File: src/rtl/isc_pkg.sv
// ----------------------------------------------------------------------------
// isc_pkg
// Types and constants shared by the interval stabbing counter.
// ----------------------------------------------------------------------------
package isc_pkg;

  localparam int MAX_INTERVALS = 256;
  localparam int FILL_W        = $clog2(MAX_INTERVALS + 1);
  localparam int COORD_W       = 32;
  localparam int COUNT_W       = 9;

  // one stored interval; keys are coordinates with the sign bit inverted
  typedef struct packed {
    logic               vld;
    logic [COORD_W-1:0] lkey;
    logic [COORD_W-1:0] rkey;
  } isc_entry_t;

  typedef struct packed {
    logic ins;
    logic pop;
  } isc_cell_ctl_t;

  typedef enum logic {
    ST_LOAD,
    ST_PASS
  } isc_state_t;

  function automatic logic [COORD_W-1:0] to_key(input logic [COORD_W-1:0] coord);
    return {~coord[COORD_W-1], coord[COORD_W-2:0]};
  endfunction

endpackage

File: src/rtl/isc_greedy.sv
// ----------------------------------------------------------------------------
// isc_greedy
// Point counter fed by the head of the chain, one interval per cycle while step is high.
// ----------------------------------------------------------------------------
module isc_greedy (
  input  logic                               clk,
  input  logic                               rst_n,
  input  logic                               clr,
  input  logic                               step,
  input  isc_pkg::isc_entry_t                head,
  output logic [isc_pkg::COUNT_W-1:0]        count
);

  logic [isc_pkg::COUNT_W-1:0] count_r, count_nxt;
  logic [isc_pkg::COORD_W-1:0] bound_r, bound_nxt;
  logic                        have_r, have_nxt;
  logic                        pick;

  // a new point is needed unless the interval starts below the current point
  assign pick = !have_r || !(head.lkey < bound_r);

  always_comb begin
    count_nxt = count_r;
    bound_nxt = bound_r;
    have_nxt  = have_r;
    if (clr) begin
      count_nxt = '0;
      have_nxt  = 1'b0;
    end else if (step && head.vld && pick) begin
      count_nxt = count_r + isc_pkg::COUNT_W'(1);
      bound_nxt = head.rkey;
      have_nxt  = 1'b1;
    end
  end

  always_ff @(posedge clk) begin
    bound_r <= bound_nxt;
    if (!rst_n) begin
      count_r <= '0;
      have_r  <= 1'b0;
    end else begin
      count_r <= count_nxt;
      have_r  <= have_nxt;
    end
  end

  assign count = count_r;

endmodule

File: config.mk
export PLATFORM = sky130hd
export DESIGN_NAME = isc_greedy
export DESIGN_NICKNAME = d
export VERILOG_FILES = /design/src/rtl/isc_pkg.sv /design/src/rtl/isc_greedy.sv
export SDC_FILE = /design/constraint.sdc
export NUM_CORES = 1
export LEC_CHECK = 0
export BUFFER_PORTS_ARGS = -buffer_cell sky130_fd_sc_hd__buf_4
export CAP_MARGIN = 40
export CELL_PAD_IN_SITES_DETAIL_PLACEMENT = 1
export CELL_PAD_IN_SITES_GLOBAL_PLACEMENT = 2
export CORE_MARGIN = 2
export CORE_UTILIZATION = 33
export DETAILED_ROUTE_END_ITERATION = 7
export GPL_TIMING_DRIVEN = 0
export MAX_ROUTING_LAYER = met4
export PLACE_DENSITY_LB_ADDON = 0.2
export SYNTH_ARGS = -nofsm -noshare
export SYNTH_HDL_FRONTEND = slang
export SYNTH_SLANG_ARGS = --single-unit
File: constraint.sdc
create_clock -name clk -period 8.4 [get_ports clk]
set_clock_uncertainty 0.1 [all_clocks]
set_input_delay 0.84 -clock clk [delete_from_list [all_inputs] [get_ports clk]]
set_output_delay 0.84 -clock clk [all_outputs]
set_load 0.01 [all_outputs]
==> impl_metrics.toml, run 1 <==
[final_layout]
diodes = 0
drive_above_1_share_pct = 31.8
nNetsFinal = 383
fill_cells = 725
layout_common_cells = "77 x buf_4, 34 x inv_1, 32 x ha_1, 32 x edfxtp_1, 21 x a21oi_1"
final_common_cell = "buf_4"
area_delta_synth_final_pct = 38.7

[critical_path]
crit_path_start_kind = "input pin"
worstPathMaxFanout = 19
end_kind = "flop"
crit_arrival_ps = 3070
worstSetupPathType = "in2reg"
required_ps = 8310

[global_routing]
grt.total_usage_pct = 14.8
grt_pass1_vias = 1819
antenna_found_initial = 0
grt_overflow = 0
grt_pass1_wl_mm = 8.24
grt_max_degree = 20

[clocking]
htreeDepth = 2
cts_buffers = 5
clock-sinks = 42
clock_latency_ps = 300
cts_tree = "yes"
cts-root-buf = "clkbuf_8"
clk_path_buf_depth = 2
cts_post_setup_buffers_inserted = 0
clkSlewWorstSetupHoldPaths_ps = 80
hold_buffers = 0
cts_resized = 0

[drt]
routed_wl_mm = 4.99
drt-pass1-iter-count = 4
first_iter_violations = 73
antenna_left = 0
drcViolationCount = 0
routed-via-count = 1722
wl_per_cell_um = 13.9
viasPerCell = 4.78

[sta]
slew_headroom_pct = 67.2
min_period_ps = 3160
timing.fmax_mhz = 316
drv_slew = 0
period_share_pct = 37.7
fin_ws_ps = 5240
worst_pin_slew_ps = 490
setup_tns_ps = 0
rsz0062_at_grt = "no"
finalSetupViolCount = 0
hold_viol = 0

[placement]
dp_slack_ps = 4910
port-buffer-count = 77
post-dp-hpwl_mm = 3.96
place.gp.congestion = 0.691

[die]
core-area_um2 = 6390
die_area_um2 = 7330
die_h_um = 85.6
rows = 29
start_util_pct = 34.4
ios = 78
die_w_um = 85.6

[power]
cellPowerDensity_nw_per_um2 = 159
max-vdd-ir-drop_mv = 0.0857
p_leak_nw = 1.40
power.total_w = 0.000485

[synthesis]
netlist_instances = 197
ys_ff_latch = 42
synth_area_per_cell_um2 = 11.2
yosysSeqAreaShare_pct = 52.8
synth_edf_count = 32
synthFlopType = "edfxtp_1"
synth_async_sr_flop_share_pct = 0
synthesis.nets = 298
synth_warnings = 0
synth_area_um2 = 2200
synth.distinct_cells = 30

[outcome]
status = "complete, no violations"

[flow_run]
maxCapViolations = 0

[min_path]
hold_path_class = "reg2reg"
cell families (layout without fill, tap and decap cells):
logic type / after synthesis / count (layout) / share of synthesized area, %
and+or+nand+nor: 45 / 45 / 11.1
adders and majority gates: 32 / 32 / 18.2
AOI/OAI and AO/OA: 40 / 40 / 10.5
xor gates and xnor gates: 1 / 1 / 0.398
buffers and inverters: 36 / 122 / 6.48
muxes: 1 / 1 / 0.455
DFF: 42 / 42 / 52.8
worst max-delay path, cell delays in order:
cell and delay [ps]:
buf_4 110, ha_1 310, nand4_1 140, nor4_2 320
nand3_1 140, a31oi_1 300, a21oi_4 110, buf_6 170
nor2_4 390, buf_16 220
state kept, by name (all words and copies together), names as in the netlist:
register / flops
bound_r: 32
count: 9
have_r: 1
metrics by stage:
| stage | std cells | area [µm²] | hold WS (ps) | utilization [%] |
|---|---|---|---|---|
| after floorplan | 197 | 2200 | 342 | - |
| final | 360 | 3050 | 386 | 47.8 |
| after detailed placement | 352 | 2910 | 364 | 45.6 |
| after global placement | 351 | 2870 | 357 | 45.0 |
| after CTS | 360 | 3050 | 393 | 47.8 |
| after global routing | 360 | 3050 | 422 | 47.8 |
metal layers:
metal	global-route usage, %	up-vias	routed length (µm)
met5	-	-	0
met4	4.33	0	63
met3	3.37	6	242
met2	24.9	46	2480
met1	17.8	795	2210
li1	-	875	-
Yosys cell counts (all sizes together) (2+ instances only):
cell    instances  area (µm²)
dfxtp          10         200
nand3           5        25.0
buf             2        15.0
a21oi          22         121
and2            2        12.5
o21ai          12        60.1
nand2b          4        25.0
nand2          12        45.0
edfxtp         32         961
nor2            3        11.3
nand4           7        43.8
inv            34         128
ha             32         400
or3             7        43.8
layout make-up:
type | instances | area (µm²) | area share, %
multi-input combinational | 119 | 903 | 29.6
inverter | 34 | 128 | 4.18
timing repair buffer | 78 | 606 | 19.8
clock buffer | 6 | 82.6 | 2.71
sequential | 42 | 1160 | 38.0
tap | 77 | 96.3 | 3.16
buffer | 2 | 15.0 | 0.492
clock inverter | 2 | 60.1 | 1.97
path summary, 6_finish.rpt:
kind	depth (start not counted)	slack, ps	end	start
setup reg to reg	10	5530	bound_r[10]	bound_r[26]
hold / removal	1	390	have_r	have_r
setup / recovery	10	5240	bound_r[10]	head[58]
hold reg to reg	1	390	have_r	have_r
power breakdown:
part	leakage [nW]	switching [W]	total, W	internal (W)
clock network	0.0714	0.0000718	0.000199	0.000127
logic	0.950	0.0000235	0.0000565	0.0000330
registers	0.374	0.00000144	0.000230	0.000229
total	1.40	0.0000968	0.000485	0.000389
No activity file was read; power rests on OpenSTA's default activity.
==> inputs of run 2 (changes only) <==
Settings changed: ABC_AREA set to 1, CORE_UTILIZATION 33 to 27.
Clock period 8.4 ns to 2.7 ns, I/O delays scaled along.
==> run 2 against run 1 <==
- hold slack got worse by 350 ps
- synthesized cell count rose by 21%
- worst setup slack got worse by 4900 ps
- via count rose by 7.7%
- register-to-register slack got worse by 5200 ps
- sequential share of layout area fell by 1.4 points
- wire length rose by 4.1%
- cell count rose by 20%
- non-clock buffer count rose by 1
- critical path depth rose by 2
- area after synthesis rose by 5.3%
- highest routed layer unchanged
==> impl_metrics.toml, run 2 <==
[clocking]
clock_latency_ps = 300
cts_tree = "yes"
cts-root-buf = "clkbuf_8"
cts_buffers = 5
clkSlewWorstSetupHoldPaths_ps = 90
htreeDepth = 2
clk_path_buf_depth = 2
clock-sinks = 42
cts_resized = 0
hold_buffers = 0
cts_post_setup_buffers_inserted = 0

[sta]
fin_ws_ps = 320
period_share_pct = 88.1
drv_slew = 0
slew_headroom_pct = 50.8
min_period_ps = 2380
finalSetupViolCount = 0
worst_pin_slew_ps = 735
timing.fmax_mhz = 420
setup_tns_ps = 0
hold_viol = 0
rsz0062_at_grt = "no"

[placement]
placed_cells = 422
port-buffer-count = 77
post-dp-hpwl_mm = 4.20
place.gp.congestion = 0.744
dp_slack_ps = 83.8

[critical_path]
crit_slowest_cell = "edfxtp_1"
worstPathMaxFanout = 24
r2r_setup_slack_ps = 320
crit_top_cell = "nand2_1"
required_ps = 2600
max_stage_delay_ps = 330
worstSetupPathType = "reg2reg"
crit_arrival_ps = 2280
end_kind = "flop"
crit_path_start_kind = "flop"
crit_chain = "inv_1, ha_1, nand2_1, nor2_1, nand2_1, a21oi_2, nor2_2, nand2_4, buf_8, nand2_1, nor2_4, buf_12"

[synthesis]
synth_area_um2 = 2320
synth_edf_count = 32
yosysMostFrequentCell = "inv_1"
yosysTopAreaCell = "edfxtp_1"
netlist_instances = 239
synth_top_area_share_pct = 41.5
netlist_top_cells_count = "49 x inv_1, 40 x nand2_1, 32 x edfxtp_1, 32 x ha_1, 23 x nor2_1"
synthFlopType = "edfxtp_1"
ys_ff_latch = 42
synth_area_per_cell_um2 = 9.69
synthTopCellsByArea = "edfxtp_1 41%, ha_1 17%, dfxtp_1 8.6%, inv_1 7.9%, nand2_1 6.5%"
synth_warnings = 0
yosysSeqAreaShare_pct = 50.1
synthesis.nets = 340
synth.distinct_cells = 26
synth_async_sr_flop_share_pct = 0

[drt]
drt-pass1-iter-count = 4
first_iter_violations = 36
antenna_left = 0
drcViolationCount = 0
routed-via-count = 1854
viasPerCell = 4.29
wl_per_cell_um = 12.0
routed_wl_mm = 5.20

[die]
start_util_pct = 28.0
ios = 78
core-area_um2 = 8260
die_area_um2 = 9330
die_h_um = 96.6
die_w_um = 96.6
rows = 33

[global_routing]
grt_pass1_wl_mm = 8.69
grt_pass1_vias = 1876
antenna_found_initial = 0
grt_max_degree = 25
grt.total_usage_pct = 11.9
grt_overflow = 0

[outcome]
status = "complete, no violations"

[final_layout]
top_register = "bound_r"
drive_above_1_share_pct = 30.0
final_cell_count_no_fill = 432
largest_reg_flops = 32
diodes = 0
nNetsFinal = 427
layout_common_cells = "79 x buf_4, 49 x inv_1, 40 x nand2_1, 32 x ha_1, 32 x edfxtp_1"
fill_cells = 1008
post-route-util_pct = 38.4
area_delta_synth_final_pct = 36.8
final_common_cell = "buf_4"

[power]
max-vdd-ir-drop_mv = 0.152
power.total_w = 0.00136
cellPowerDensity_nw_per_um2 = 429
p_leak_nw = 1.49

[min_path]
hold_path_class = "in2reg"

[flow_run]
maxCapViolations = 0
run 2: changes by cell type in the layout (fill, tap and decap cells not counted), moves of 3 or more:
cell	delta
nand2_1	+28
nor2_1	+20
inv_1	+15
or3_1	-7
o21ai_1	-6
nand4_1	-5
nand2b_1	-4
nand3_2	+3
run 2: area by class of cell:
| type | instances | area (µm²) | area share (%) |
|---|---|---|---|
| plain buffers | 1 | 15.0 | 0.474 |
| repair buffers | 80 | 613 | 19.3 |
| inverters | 50 | 188 | 5.92 |
| clock buffers | 7 | 97.6 | 3.08 |
| well taps | 105 | 131 | 4.15 |
| multi-input cells | 146 | 960 | 30.3 |
| clock inverters | 1 | 3.75 | 0.118 |
| flip-flops and latches | 42 | 1160 | 36.6 |
run 2: final timing paths:
path	from	to	cells after the start
max reg2reg	bound_r[23]	bound_r[7]	12
max	bound_r[23]	bound_r[7]	12
min	head[21]	bound_r[21]	1
min reg2reg	have_r	have_r	2
run 2: where the power goes:
part           switching (W)  total [W]  internal, W  leakage (nW)
logic              0.0000803   0.000186     0.000106          1.07
registers         0.00000446   0.000717     0.000712         0.374
clock network       0.000221   0.000457     0.000236        0.0510
run 2: layer usage:
layer,vias to the layer above,routed length (µm),track usage [%]
li1,962,-,-
met1,838,2300,14.4
met2,47,2520,18.8
met3,7,292,3.83
met4,0,82,4.23
met5,-,0,-
run 2: cells by family (layout without fill, tap and decap cells):
logic type	after synthesis	after routing	synth area share (%)
AO/OA/AOI/OAI	30	30	7.19
AND/OR/NAND/NOR	84	84	16.6
adder cells (fa/ha/maj)	32	32	17.3
buffers and inverters	51	139	8.75
flip-flops	42	42	50.1
run 2: critical path: cells and delay by family (launching register included):
kind	cells	cell delay (ps)
compound gates	1	170
fa+ha+maj	1	290
buf+inv	3	400
flops	1	330
simple gates	7	770
run 2: per-stage QoR:
stage	cell area, µm²	hold slack, ps
6_report	3170	38.5
5_1_grt	3170	15.3
4_1_cts	3150	23.2
3_5_place_dp	3050	349
3_3_place_gp	3030	349
2_1_floorplan	2320	269
