===== src/rtl/isc_pkg.sv =====
// ----------------------------------------------------------------------------
// isc_pkg
// Types and constants shared by the interval stabbing counter.
// ----------------------------------------------------------------------------
package isc_pkg;

  localparam int MAX_INTERVALS = 256;
  localparam int FILL_W        = $clog2(MAX_INTERVALS + 1);
  localparam int COORD_W       = 32;
  localparam int COUNT_W       = 9;

  // one stored interval; keys are coordinates with the sign bit inverted
  typedef struct packed {
    logic               vld;
    logic [COORD_W-1:0] lkey;
    logic [COORD_W-1:0] rkey;
  } isc_entry_t;

  typedef struct packed {
    logic ins;
    logic pop;
  } isc_cell_ctl_t;

  typedef enum logic {
    ST_LOAD,
    ST_PASS
  } isc_state_t;

  function automatic logic [COORD_W-1:0] to_key(input logic [COORD_W-1:0] coord);
    return {~coord[COORD_W-1], coord[COORD_W-2:0]};
  endfunction

endpackage


===== src/rtl/isc_cell.sv =====
// ----------------------------------------------------------------------------
// isc_cell
// One slot of the sorted chain: insert in place, shift right, or pop left.
// ----------------------------------------------------------------------------
module isc_cell (
  input  logic                   clk,
  input  logic                   rst_n,
  input  isc_pkg::isc_cell_ctl_t ctl,
  input  isc_pkg::isc_entry_t    new_ent,
  input  isc_pkg::isc_entry_t    prev_ent,
  input  logic                   prev_before,
  input  isc_pkg::isc_entry_t    next_ent,
  output logic                   before_o,
  output isc_pkg::isc_entry_t    ent_o
);

  isc_pkg::isc_entry_t ent_r;
  isc_pkg::isc_entry_t ent_nxt;

  // new interval ranks strictly ahead of this slot (an empty slot ranks last)
  assign before_o = !ent_r.vld || (new_ent.rkey < ent_r.rkey) ||
                    ((new_ent.rkey == ent_r.rkey) && (new_ent.lkey > ent_r.lkey));

  always_comb begin
    ent_nxt = ent_r;
    if (ctl.pop) begin
      ent_nxt = next_ent;
    end else if (ctl.ins) begin
      if (prev_before) begin
        ent_nxt = prev_ent;
      end else if (before_o) begin
        ent_nxt = new_ent;
      end
    end
  end

  always_ff @(posedge clk) begin
    ent_r.lkey <= ent_nxt.lkey;
    ent_r.rkey <= ent_nxt.rkey;
    if (!rst_n) begin
      ent_r.vld <= 1'b0;
    end else begin
      ent_r.vld <= ent_nxt.vld;
    end
  end

  assign ent_o = ent_r;

endmodule


===== config.mk =====
export PLATFORM = sky130hd
export DESIGN_NAME = isc_cell
export DESIGN_NICKNAME = d
export VERILOG_FILES = /design/src/rtl/isc_pkg.sv /design/src/rtl/isc_cell.sv
export SDC_FILE = /design/constraint.sdc
export NUM_CORES = 1
export LEC_CHECK = 0
export BUFFER_PORTS_ARGS = -buffer_cell sky130_fd_sc_hd__buf_4
export CAP_MARGIN = 20
export CELL_PAD_IN_SITES_DETAIL_PLACEMENT = 1
export CELL_PAD_IN_SITES_GLOBAL_PLACEMENT = 1
export CORE_MARGIN = 1.5
export CORE_UTILIZATION = 30
export CTS_BUF_LIST = sky130_fd_sc_hd__clkbuf_8
export CTS_CLUSTER_DIAMETER = 40
export DETAILED_ROUTE_END_ITERATION = 8
export GPL_ROUTABILITY_DRIVEN = 0
export PLACE_DENSITY = 0.88
export SYNTH_ARGS = -nofsm -noshare
export SYNTH_HDL_FRONTEND = slang
export SYNTH_SLANG_ARGS = --single-unit
export TNS_END_PERCENT = 10

===== constraint.sdc =====
create_clock -name clk -period 3.15 [get_ports clk]
set_clock_uncertainty 0.05 [all_clocks]
set_input_delay 0.63 -clock clk [delete_from_list [all_inputs] [get_ports clk]]
set_output_delay 0.63 -clock clk [all_outputs]
set_load 0.01 [all_outputs]

==> qor.json, run 1 <==
{
  "route.final.wire_length_um": 17800,
  "synthDistinctLibCells": 33,
  "port-buffer-count": 265,
  "drt_pass1_iterations": 4,
  "syn_inst": 511,
  "post-layout-total-power_w": 0.00286,
  "grt.met3_usage_pct": 4.80,
  "path_delay_family": "compound AO/OA/AOI/OAI gates",
  "final.period_utilization_pct": 99.3,
  "setup_ws_ns": 0.0236,
  "setup.worst_path.class": "reg -> out",
  "clockRootBuffer": "sky130_fd_sc_hd__clkbuf_8",
  "ys_seq_elements": 65,
  "critical_path.slowest_cell": "sky130_fd_sc_hd__a2111oi_4",
  "synth_mux_area_share_pct": 13.5,
  "setup.worst_path.start_class": "flop",
  "drv_slew": 0,
  "gr-usage-met2_pct": 37.0,
  "synthToLayoutAreaGrowth_pct": 58.0,
  "grt_pass1_vias": 5274,
  "cts_tree": "done",
  "design.core.area_um2": 15900,
  "route.vias.total": 4950,
  "setup-violations-final": 0,
  "postRouteAntennaNets": 0,
  "fillers": 1887,
  "cts.sink_count": 65,
  "vdd.ir_drop.worst_mv": 0.169,
  "share_of_final_layout_standard_cells_stronger_than_drive_strength_1_pct": 41.4,
  "synth_area_leaders": "sky130_fd_sc_hd__edfxtp_1, sky130_fd_sc_hd__ha_1, sky130_fd_sc_hd__mux2i_1, sky130_fd_sc_hd__o21ai_0, sky130_fd_sc_hd__nand2_1",
  "dominant_combinational_cell_family_by_area_after_synthesis": "adder cells",
  "clock_tree.buffer_depth": 2,
  "critical_path_arrival_ns": 2.45,
  "worst_ep_required_time_ns": 2.47,
  "post_synth_instance_area_um2": 4900,
  "cts_max_level": 3,
  "grt_pass1_wl_um": 26200,
  "timing.max_slew.rel_slack_pct": 65.1,
  "tightest_slew_ns": 0.523,
  "route.detailed.vias_per_inst": 4.88,
  "post-synth-top-area-fraction_pct": 39.3,
  "max-cap-violations": 0,
  "gr-total-overflow": 0,
  "grt_start_max_net_pins": 66,
  "power_switching_share_pct": 30.0,
  "die_y_um": 131,
  "clkLatencyLatePin_ns": 0.37,
  "die_width_um": 131,
  "critical_path.max_stage_delay_ns": 0.45,
  "global_route.usage.total_pct": 20.3,
  "critPathBufInv": 2,
  "largest_register_ffs": 65,
  "global_route.usage.met1_pct": 22.4,
  "route.detailed.wl_per_inst_um": 17.6,
  "hold_slack_ns": 0.488,
  "initial_standard_cell_utilization_of_the_core_pct": 30.8,
  "synth-xor-area-share_pct": 0,
  "power_frac_clock_pct": 27.9,
  "final_net_count": 1057,
  "max_freq_mhz": 320,
  "internal-power_w": 0.00200,
  "result_of_the_run": "completed",
  "hp-class": "reg -> reg",
  "synth_compound_gate_area_share_pct": 13.1,
  "final.min_clock_period_ns": 3.13,
  "cts_hold_buffers": 0,
  "crit_path_cell_trace": "inv_1 -> ha_1 -> nand4_1 -> a2111oi_4 -> o31ai_4 -> a221oi_4 -> nor2_1 -> nand2_1 -> buf_6",
  "crit_path_max_fanout": 3,
  "power-per-cell-area_nw_per_um2": 370,
  "comb_power_share_pct": 33.3,
  "yosysWarningCount": 0,
  "synth_seq_area_share_pct": 39.7,
  "worstSetupEndpointType": "output pin",
  "yosys.area_share.adder_pct": 16.4,
  "synth-simple-area-share_pct": 10.8,
  "post_dp_hpwl_um": 14100,
  "netSwitchingPower_w": 0.000858,
  "drc": 0,
  "initialDrtViolationCount": 169,
  "dieArea_um2": 17100,
  "clock_pin_transition_on_the_worst_setup_and_hold_timing_paths_ns": 0.09,
  "power_leakage_nw": 3.84,
  "synth_top_area_cell": "sky130_fd_sc_hd__edfxtp_1",
  "finalHoldViolCount": 0,
  "mappedNetlistNets": 775,
  "floorplan.io_pins": 266,
  "placement_rows": 46,
  "mean_post_synth_cell_area_um2": 9.58,
  "numCtsBuffers": 9,
  "number_of_antenna_violations_at_the_first_check_in_global_routing": 0,
  "antenna-diode-count": 0,
  "postLayoutCoreUtil_pct": 48.7,
  "grt_setup_unrepaired": "true",
  "dp_worst_slack_ns": -0.132,
  "sequentialPowerShare_pct": 38.8,
  "grt_most_used_layer": "met2"
}
power by group through the flow:
stage | clock [W] | combinational (W) | sequential (W)
6_report | 0.000797 | 0.000953 | 0.00111
5_1_grt | 0.000843 | 0.00105 | 0.00112
4_1_cts | 0.000822 | 0.000951 | 0.00111
3_5_place_dp | 0 | 0.000901 | 0.00113
3_3_place_gp | 0 | 0.000870 | 0.00113
2_1_floorplan | 0 | 0.000357 | 0.00116
synthesized netlist by cell type:
cell type                   count
sky130_fd_sc_hd__a211oi_1       1
sky130_fd_sc_hd__buf_1          5
sky130_fd_sc_hd__a21oi_1       21
sky130_fd_sc_hd__nor2_1         2
sky130_fd_sc_hd__clkbuf_1      15
sky130_fd_sc_hd__buf_2          1
sky130_fd_sc_hd__o32a_2         1
sky130_fd_sc_hd__inv_1         65
sky130_fd_sc_hd__o21ai_0       68
sky130_fd_sc_hd__nor2b_1        2
sky130_fd_sc_hd__and4_1         4
sky130_fd_sc_hd__a21oi_2        1
sky130_fd_sc_hd__mux2i_1       66
sky130_fd_sc_hd__a211o_2        1
sky130_fd_sc_hd__o21ai_1        3
sky130_fd_sc_hd__a221oi_1       5
sky130_fd_sc_hd__nand3_1        8
sky130_fd_sc_hd__a21o_1         5
sky130_fd_sc_hd__a211oi_2       1
sky130_fd_sc_hd__nand4_1       12
sky130_fd_sc_hd__or3b_2         1
sky130_fd_sc_hd__dfxtp_1        1
sky130_fd_sc_hd__o31ai_1        1
sky130_fd_sc_hd__nor4_1         4
sky130_fd_sc_hd__a2111oi_0      2
sky130_fd_sc_hd__ha_1          64
sky130_fd_sc_hd__nor3_1         1
sky130_fd_sc_hd__edfxtp_1      64
sky130_fd_sc_hd__a221o_1        1
sky130_fd_sc_hd__nor3b_1        1
sky130_fd_sc_hd__nor2_2         1
sky130_fd_sc_hd__o211ai_1       2
sky130_fd_sc_hd__nand2_1       81
path summary, 6_finish.rpt:
| path | slack [ns] | from | depth (start not counted) | to |
|---|---|---|---|---|
| worst min register to register | 0.49 | ent_o[64]$_SDFFE_PN0P_ | 2 | ent_o[64]$_SDFFE_PN0P_ |
| worst max-delay path | 0.02 | ent_o[39]$_DFFE_PP_ | 9 | before_o |
| worst min-delay path | 0.49 | ent_o[64]$_SDFFE_PN0P_ | 2 | ent_o[64]$_SDFFE_PN0P_ |
| worst max register to register | 0.31 | ent_o[42]$_DFFE_PP_ | 11 | ent_o[29]$_DFFE_PP_ |
cell type report:
class	instances	area, um^2	area share [%]
Sequential cell	65	1940	25.1
Clock buffer	9	124	1.60
Multi-Input combinational cell	360	2810	36.3
Inverter	65	244	3.15
Timing Repair Buffer	292	2260	29.2
Clock inverter	7	87.6	1.13
Tap cell	216	270	3.49
per-layer routing:
| metal | wire length [um] | up-vias |
|---|---|---|
| met5 | 0 | - |
| met4 | 538 | 0 |
| met3 | 1210 | 40 |
| met2 | 9190 | 186 |
| met1 | 6880 | 2320 |
| li1 | - | 2404 |
timing repair:
action | 4_1_cts | 5_1_grt
pin swaps | 12 | 6
buffers inserted | 10 | 3
endpoints found under the setup margin | 1 | 1
gates resized for setup | 22 | 2
placed cells by master (no fill, tap or decap), drive strengths merged, types with 2 or more instances in the layout:
master / Yosys / layout
nand4: 12 / 12
a221oi: 5 / 5
ha: 64 / 64
o21ai: 71 / 71
and4: 4 / 4
nor2: 3 / 3
nor4: 4 / 4
clkinvlp: 0 / 2
bufinv: 0 / 2
o211ai: 2 / 2
a21oi: 22 / 22
nand3: 8 / 8
a21o: 5 / 5
a2111oi: 2 / 2
nand2: 81 / 81
nor2b: 2 / 2
a211oi: 2 / 2
mux2i: 66 / 66
clkbuf: 15 / 9
buf: 6 / 292
edfxtp: 64 / 64
inv: 65 / 67
worst register-to-register path, stage by stage, from the launching register on:
cell and delay [ns]:
sky130_fd_sc_hd__edfxtp_1 0.40, sky130_fd_sc_hd__inv_1 0.08, sky130_fd_sc_hd__ha_1 0.24, sky130_fd_sc_hd__nand4_1 0.14
sky130_fd_sc_hd__buf_4 0.13, sky130_fd_sc_hd__nor2_2 0.03, sky130_fd_sc_hd__a221o_1 0.35, sky130_fd_sc_hd__o31ai_4 0.27
sky130_fd_sc_hd__a221oi_4 0.11, sky130_fd_sc_hd__buf_4 0.16, sky130_fd_sc_hd__o32a_4 0.41, sky130_fd_sc_hd__buf_12 0.19
metrics by stage:
stage	instances	TNS [ns]	instance area, um^2
final	1014	0	7740
after detailed placement	987	-7.01	7270
after global routing	1014	-0.139	7740
after floorplan	511	0	4910
after global placement	987	-2.56	7270
after CTS	1011	-0.00202	7700
cells by family (layout without fill, tap and decap cells):
| family | after synthesis | count (layout) |
|---|---|---|
| compound gates | 113 | 113 |
| fa+ha+maj | 64 | 64 |
| buf+inv | 86 | 373 |
| flops | 65 | 65 |
| mux | 66 | 66 |
| simple gates | 117 | 117 |
No activity file was read; power rests on OpenSTA's default activity.
==> inputs of run 2 (changes only) <==
--- a/config.mk
+++ b/config.mk
@@ -15,7 +15,9 @@
 export CTS_CLUSTER_DIAMETER = 40
 export DETAILED_ROUTE_END_ITERATION = 8
 export GPL_ROUTABILITY_DRIVEN = 0
+export HOLD_SLACK_MARGIN = 0.1
 export PLACE_DENSITY = 0.88
+export SLEW_MARGIN = 40
 export SYNTH_ARGS = -nofsm -noshare
 export SYNTH_HDL_FRONTEND = slang
 export SYNTH_SLANG_ARGS = --single-unit
==> constraint.sdc (replaced) <==
create_clock -name clk -period 3.15 [get_ports clk]
set_clock_uncertainty 0.05 [all_clocks]
set_input_delay 0.315 -clock clk [delete_from_list [all_inputs] [get_ports clk]]
set_output_delay 0.315 -clock clk [all_outputs]
set_load 0.01 [all_outputs]
==> qor.json, run 2 (same netlist as run 1, synthesis figures left out) <==
{
  "result_of_the_run": "completed",
  "internal-power": {"value": 0.00187, "unit": "W", "change": "-6.6%"},
  "critPathBufInv": {"value": 2, "change": "unchanged"},
  "drt_pass1_iterations": {"value": 4, "change": "unchanged"},
  "crit_path_cell_trace": "inv_1 -> ha_1 -> nand4_1 -> a2111oi_1 -> o31ai_2 -> a221oi_2 -> nor2_1 -> nand2_1 -> buf_4",
  "gr-total-overflow": {"value": 0, "change": "unchanged"},
  "share_of_final_layout_standard_cells_stronger_than_drive_strength_1": {"value": 38.0, "unit": "%", "change": "-3.4 points"},
  "drc": {"value": 0, "change": "unchanged"},
  "initial_standard_cell_utilization_of_the_core": {"value": 30.8, "unit": "%", "change": "unchanged"},
  "timing.rr.start": "ent_o[46]$_DFFE_PP_",
  "number_of_antenna_violations_at_the_first_check_in_global_routing": {"value": 0, "change": "unchanged"},
  "route.detailed.vias_per_inst": {"value": 4.84, "change": "-0.79%"},
  "timing.reg2reg.setup_slack": {"value": 0.36, "unit": "ns", "change": "+0.05 ns"},
  "layout_commonest_cell": "sky130_fd_sc_hd__buf_4",
  "power-per-cell-area": {"value": 367, "unit": "nW/um^2", "change": "-0.81%"},
  "max_freq": {"value": 344, "unit": "MHz", "change": "+7.7%"},
  "drv_slew": {"value": 0, "change": "unchanged"},
  "grt_pass1_vias": {"value": 5025, "change": "-4.7%"},
  "antenna-diode-count": {"value": 0, "change": "unchanged"},
  "die_y": {"value": 131, "unit": "um", "change": "unchanged"},
  "route.vias.total": {"value": 4809, "change": "-2.8%"},
  "post_dp_hpwl": {"value": 14200, "unit": "um", "change": "+0.90%"},
  "post_cts_repair_setup_buffers": {"value": 0, "change": "-10"},
  "tightest_slew": {"value": 0.668, "unit": "ns", "change": "+0.145 ns"},
  "port-buffer-count": {"value": 265, "change": "unchanged"},
  "grt_start_max_net_pins": {"value": 75, "change": "+14%"},
  "setup.worst_path.start_class": "flop",
  "largest_register_ffs": {"value": 65, "change": "unchanged"},
  "placement_rows": {"value": 46, "change": "unchanged"},
  "final_net_count": {"value": 1036, "change": "-2.0%"},
  "global_route.usage.total": {"value": 19.9, "unit": "%", "change": "-0.45 points"},
  "numCtsBuffers": {"value": 9, "change": "unchanged"},
  "postRouteAntennaNets": {"value": 0, "change": "unchanged"},
  "dieArea": {"value": 17100, "unit": "um^2", "change": "unchanged"},
  "min_delay_worst_endpoint": "ent_o[64]$_SDFFE_PN0P_",
  "final.setup.tns": {"value": 0, "unit": "ns", "change": "unchanged"},
  "crit-reg2reg-capture": "ent_o[38]$_DFFE_PP_",
  "route.final.wire_length": {"value": 17200, "unit": "um", "change": "-3.2%"},
  "clkLatencyLatePin": {"value": 0.36, "unit": "ns", "change": "about the same"},
  "timing.reg2reg.worst_path_depth": {"value": 8, "change": "-3"},
  "clockRootBuffer": "sky130_fd_sc_hd__clkbuf_8",
  "sequentialPowerShare": {"value": 41.1, "unit": "%", "change": "+2.3 points"},
  "design.core.area": {"value": 15900, "unit": "um^2", "change": "unchanged"},
  "clock_pin_transition_on_the_worst_setup_and_hold_timing_paths": {"value": 0.08, "unit": "ns", "change": "about the same"},
  "min_path_cells": {"value": 3, "change": "+1"},
  "route.detailed.wl_per_inst": {"value": 17.4, "unit": "um", "change": "-1.2%"},
  "crit_path_max_fanout": {"value": 4, "change": "+1"},
  "setup-violations-final": {"value": 0, "change": "unchanged"},
  "setup_ws": {"value": 0.247, "unit": "ns", "change": "+0.223 ns"},
  "worst_ep_required_time": {"value": 2.78, "unit": "ns", "change": "+0.31 ns"},
  "cts_max_level": {"value": 3, "change": "unchanged"},
  "timing.max_slew.rel_slack": {"value": 55.4, "unit": "%", "change": "-9.7 points"},
  "vdd.ir_drop.worst": {"value": 0.146, "unit": "mV", "change": "-13%"},
  "comb_power_share": {"value": 32.3, "unit": "%", "change": "-1.0 points"},
  "initialDrtViolationCount": {"value": 124, "change": "-27%"},
  "worstSetupEndpointType": "output pin",
  "setup.worst_path.class": "reg -> out",
  "power_frac_clock": {"value": 26.6, "unit": "%", "change": "-1.3 points"},
  "power_leakage": {"value": 3.71, "unit": "nW", "change": "-3.5%"},
  "finalHoldViolCount": {"value": 0, "change": "unchanged"},
  "final.period_utilization": {"value": 92.2, "unit": "%", "change": "-7.1 points"},
  "die_width": {"value": 131, "unit": "um", "change": "unchanged"},
  "critical_path.max_stage_delay": {"value": 0.48, "unit": "ns", "change": "+0.03 ns"},
  "critical_path_arrival": {"value": 2.54, "unit": "ns", "change": "+0.09 ns"},
  "max-cap-violations": {"value": 0, "change": "unchanged"},
  "dp_worst_slack": {"value": 0.137, "unit": "ns", "change": "+0.269 ns"},
  "clock_tree.buffer_depth": {"value": 2, "change": "unchanged"},
  "path_delay_family": "compound AO/OA/AOI/OAI gates",
  "critical_path.slowest_cell": "sky130_fd_sc_hd__a2111oi_1",
  "grt_setup_unrepaired": "false",
  "min_from": "rst_n",
  "commonest_cells_after_routing_fill_and_taps_aside": "sky130_fd_sc_hd__buf_4, sky130_fd_sc_hd__nand2_1, sky130_fd_sc_hd__o21ai_0",
  "grt_pass1_wl": {"value": 25600, "unit": "um", "change": "-2.1%"},
  "cts_tree": "done",
  "final.min_clock_period": {"value": 2.90, "unit": "ns", "change": "-0.223 ns"},
  "floorplan.io_pins": {"value": 266, "change": "unchanged"},
  "synthToLayoutAreaGrowth_pct": 50.5,
  "power_switching_share": {"value": 30.7, "unit": "%", "change": "+0.74 points"},
  "netSwitchingPower": {"value": 0.000831, "unit": "W", "change": "-3.2%"},
  "cts.sink_count": {"value": 65, "change": "unchanged"},
  "hp-class": "in -> reg"
}
## run 2: cell types whose count changed in the layout (fill, tap and decap cells not counted), moves of 2 or more
cell                     change
sky130_fd_sc_hd__buf_4      -17
sky130_fd_sc_hd__inv_2       -2
sky130_fd_sc_hd__buf_12      -3
sky130_fd_sc_hd__ha_4        -7
sky130_fd_sc_hd__ha_1        +7
## run 2: final cells by class
| cell class | count | area, um^2 |
|---|---|---|
| Timing Repair Buffer | 271 | 2060 |
| Multi-Input combinational cell | 360 | 2670 |
| Clock buffer | 9 | 124 |
| Tap cell | 216 | 270 |
| Sequential cell | 65 | 1940 |
| Clock inverter | 7 | 62.6 |
| Inverter | 65 | 244 |
| Fill cell | 1908 | 8520 |
## run 2: tightest hold or removal path, cell delays in order
cell and delay, ns:
sky130_fd_sc_hd__buf_4 0.11, sky130_fd_sc_hd__nand2_1 0.05, sky130_fd_sc_hd__mux2i_1 0.06
## run 2: per-layer routing
| metal | wire length (um) | up-vias | track usage, % |
|---|---|---|---|
| met5 | 0 | - | 0 |
| met2 | 9150 | 159 | 38.2 |
| met4 | 312 | 0 | 6.85 |
| met3 | 1130 | 17 | 4.60 |
| met1 | 6650 | 2267 | 21.2 |
| li1 | - | 2366 | - |
## run 2: how the worst max path moves through the flow
stage / start / end / slack [ns] / cells after the start
CTS: ent_o[62]$_DFFE_PP_ / before_o / 0.02 / 10
global placement: new_ent[39] / ent_o[39]$_DFFE_PP_ / 0.18 / 9
floorplan: ent_o[46]$_DFFE_PP_ / ent_o[0]$_DFFE_PP_ / 0.04 / 7
global route: ent_o[33]$_DFFE_PP_ / before_o / 0.06 / 10
detailed placement: ent_o[62]$_DFFE_PP_ / ent_o[39]$_DFFE_PP_ / 0.14 / 9
finish: ent_o[46]$_DFFE_PP_ / before_o / 0.25 / 9
## run 2: power groups by stage
stage	clock [W]	combinational, W	sequential [W]
after global routing	0.000766	0.000974	0.00112
after global placement	0	0.000854	0.00112
after detailed placement	0	0.000883	0.00113
final	0.000719	0.000874	0.00111
after floorplan	0	0.000356	0.00116
after CTS	0.000743	0.000889	0.00111
## run 2: per-stage QoR
step	area (um^2)	power [W]	instances	utilization (%)	hold slack (ns)
2_1_floorplan	4900	0.00152	511	-	0.407
3_3_place_gp	7160	0.00198	977	45.1	0.478
3_5_place_dp	7160	0.00201	977	45.1	0.483
4_1_cts	7350	0.00274	993	46.3	0.151
5_1_grt	7370	0.00286	993	46.4	0.179
6_report	7370	0.00270	993	46.4	0.169
## run 2: what timing repair did
action	4_1_cts	5_1_grt
cloned	0	0
endpoints found under the hold margin	0	0
hold buffers	0	0
endpoints found under the setup margin	1	1
gates resized for setup	1	4
pin swaps	0	1
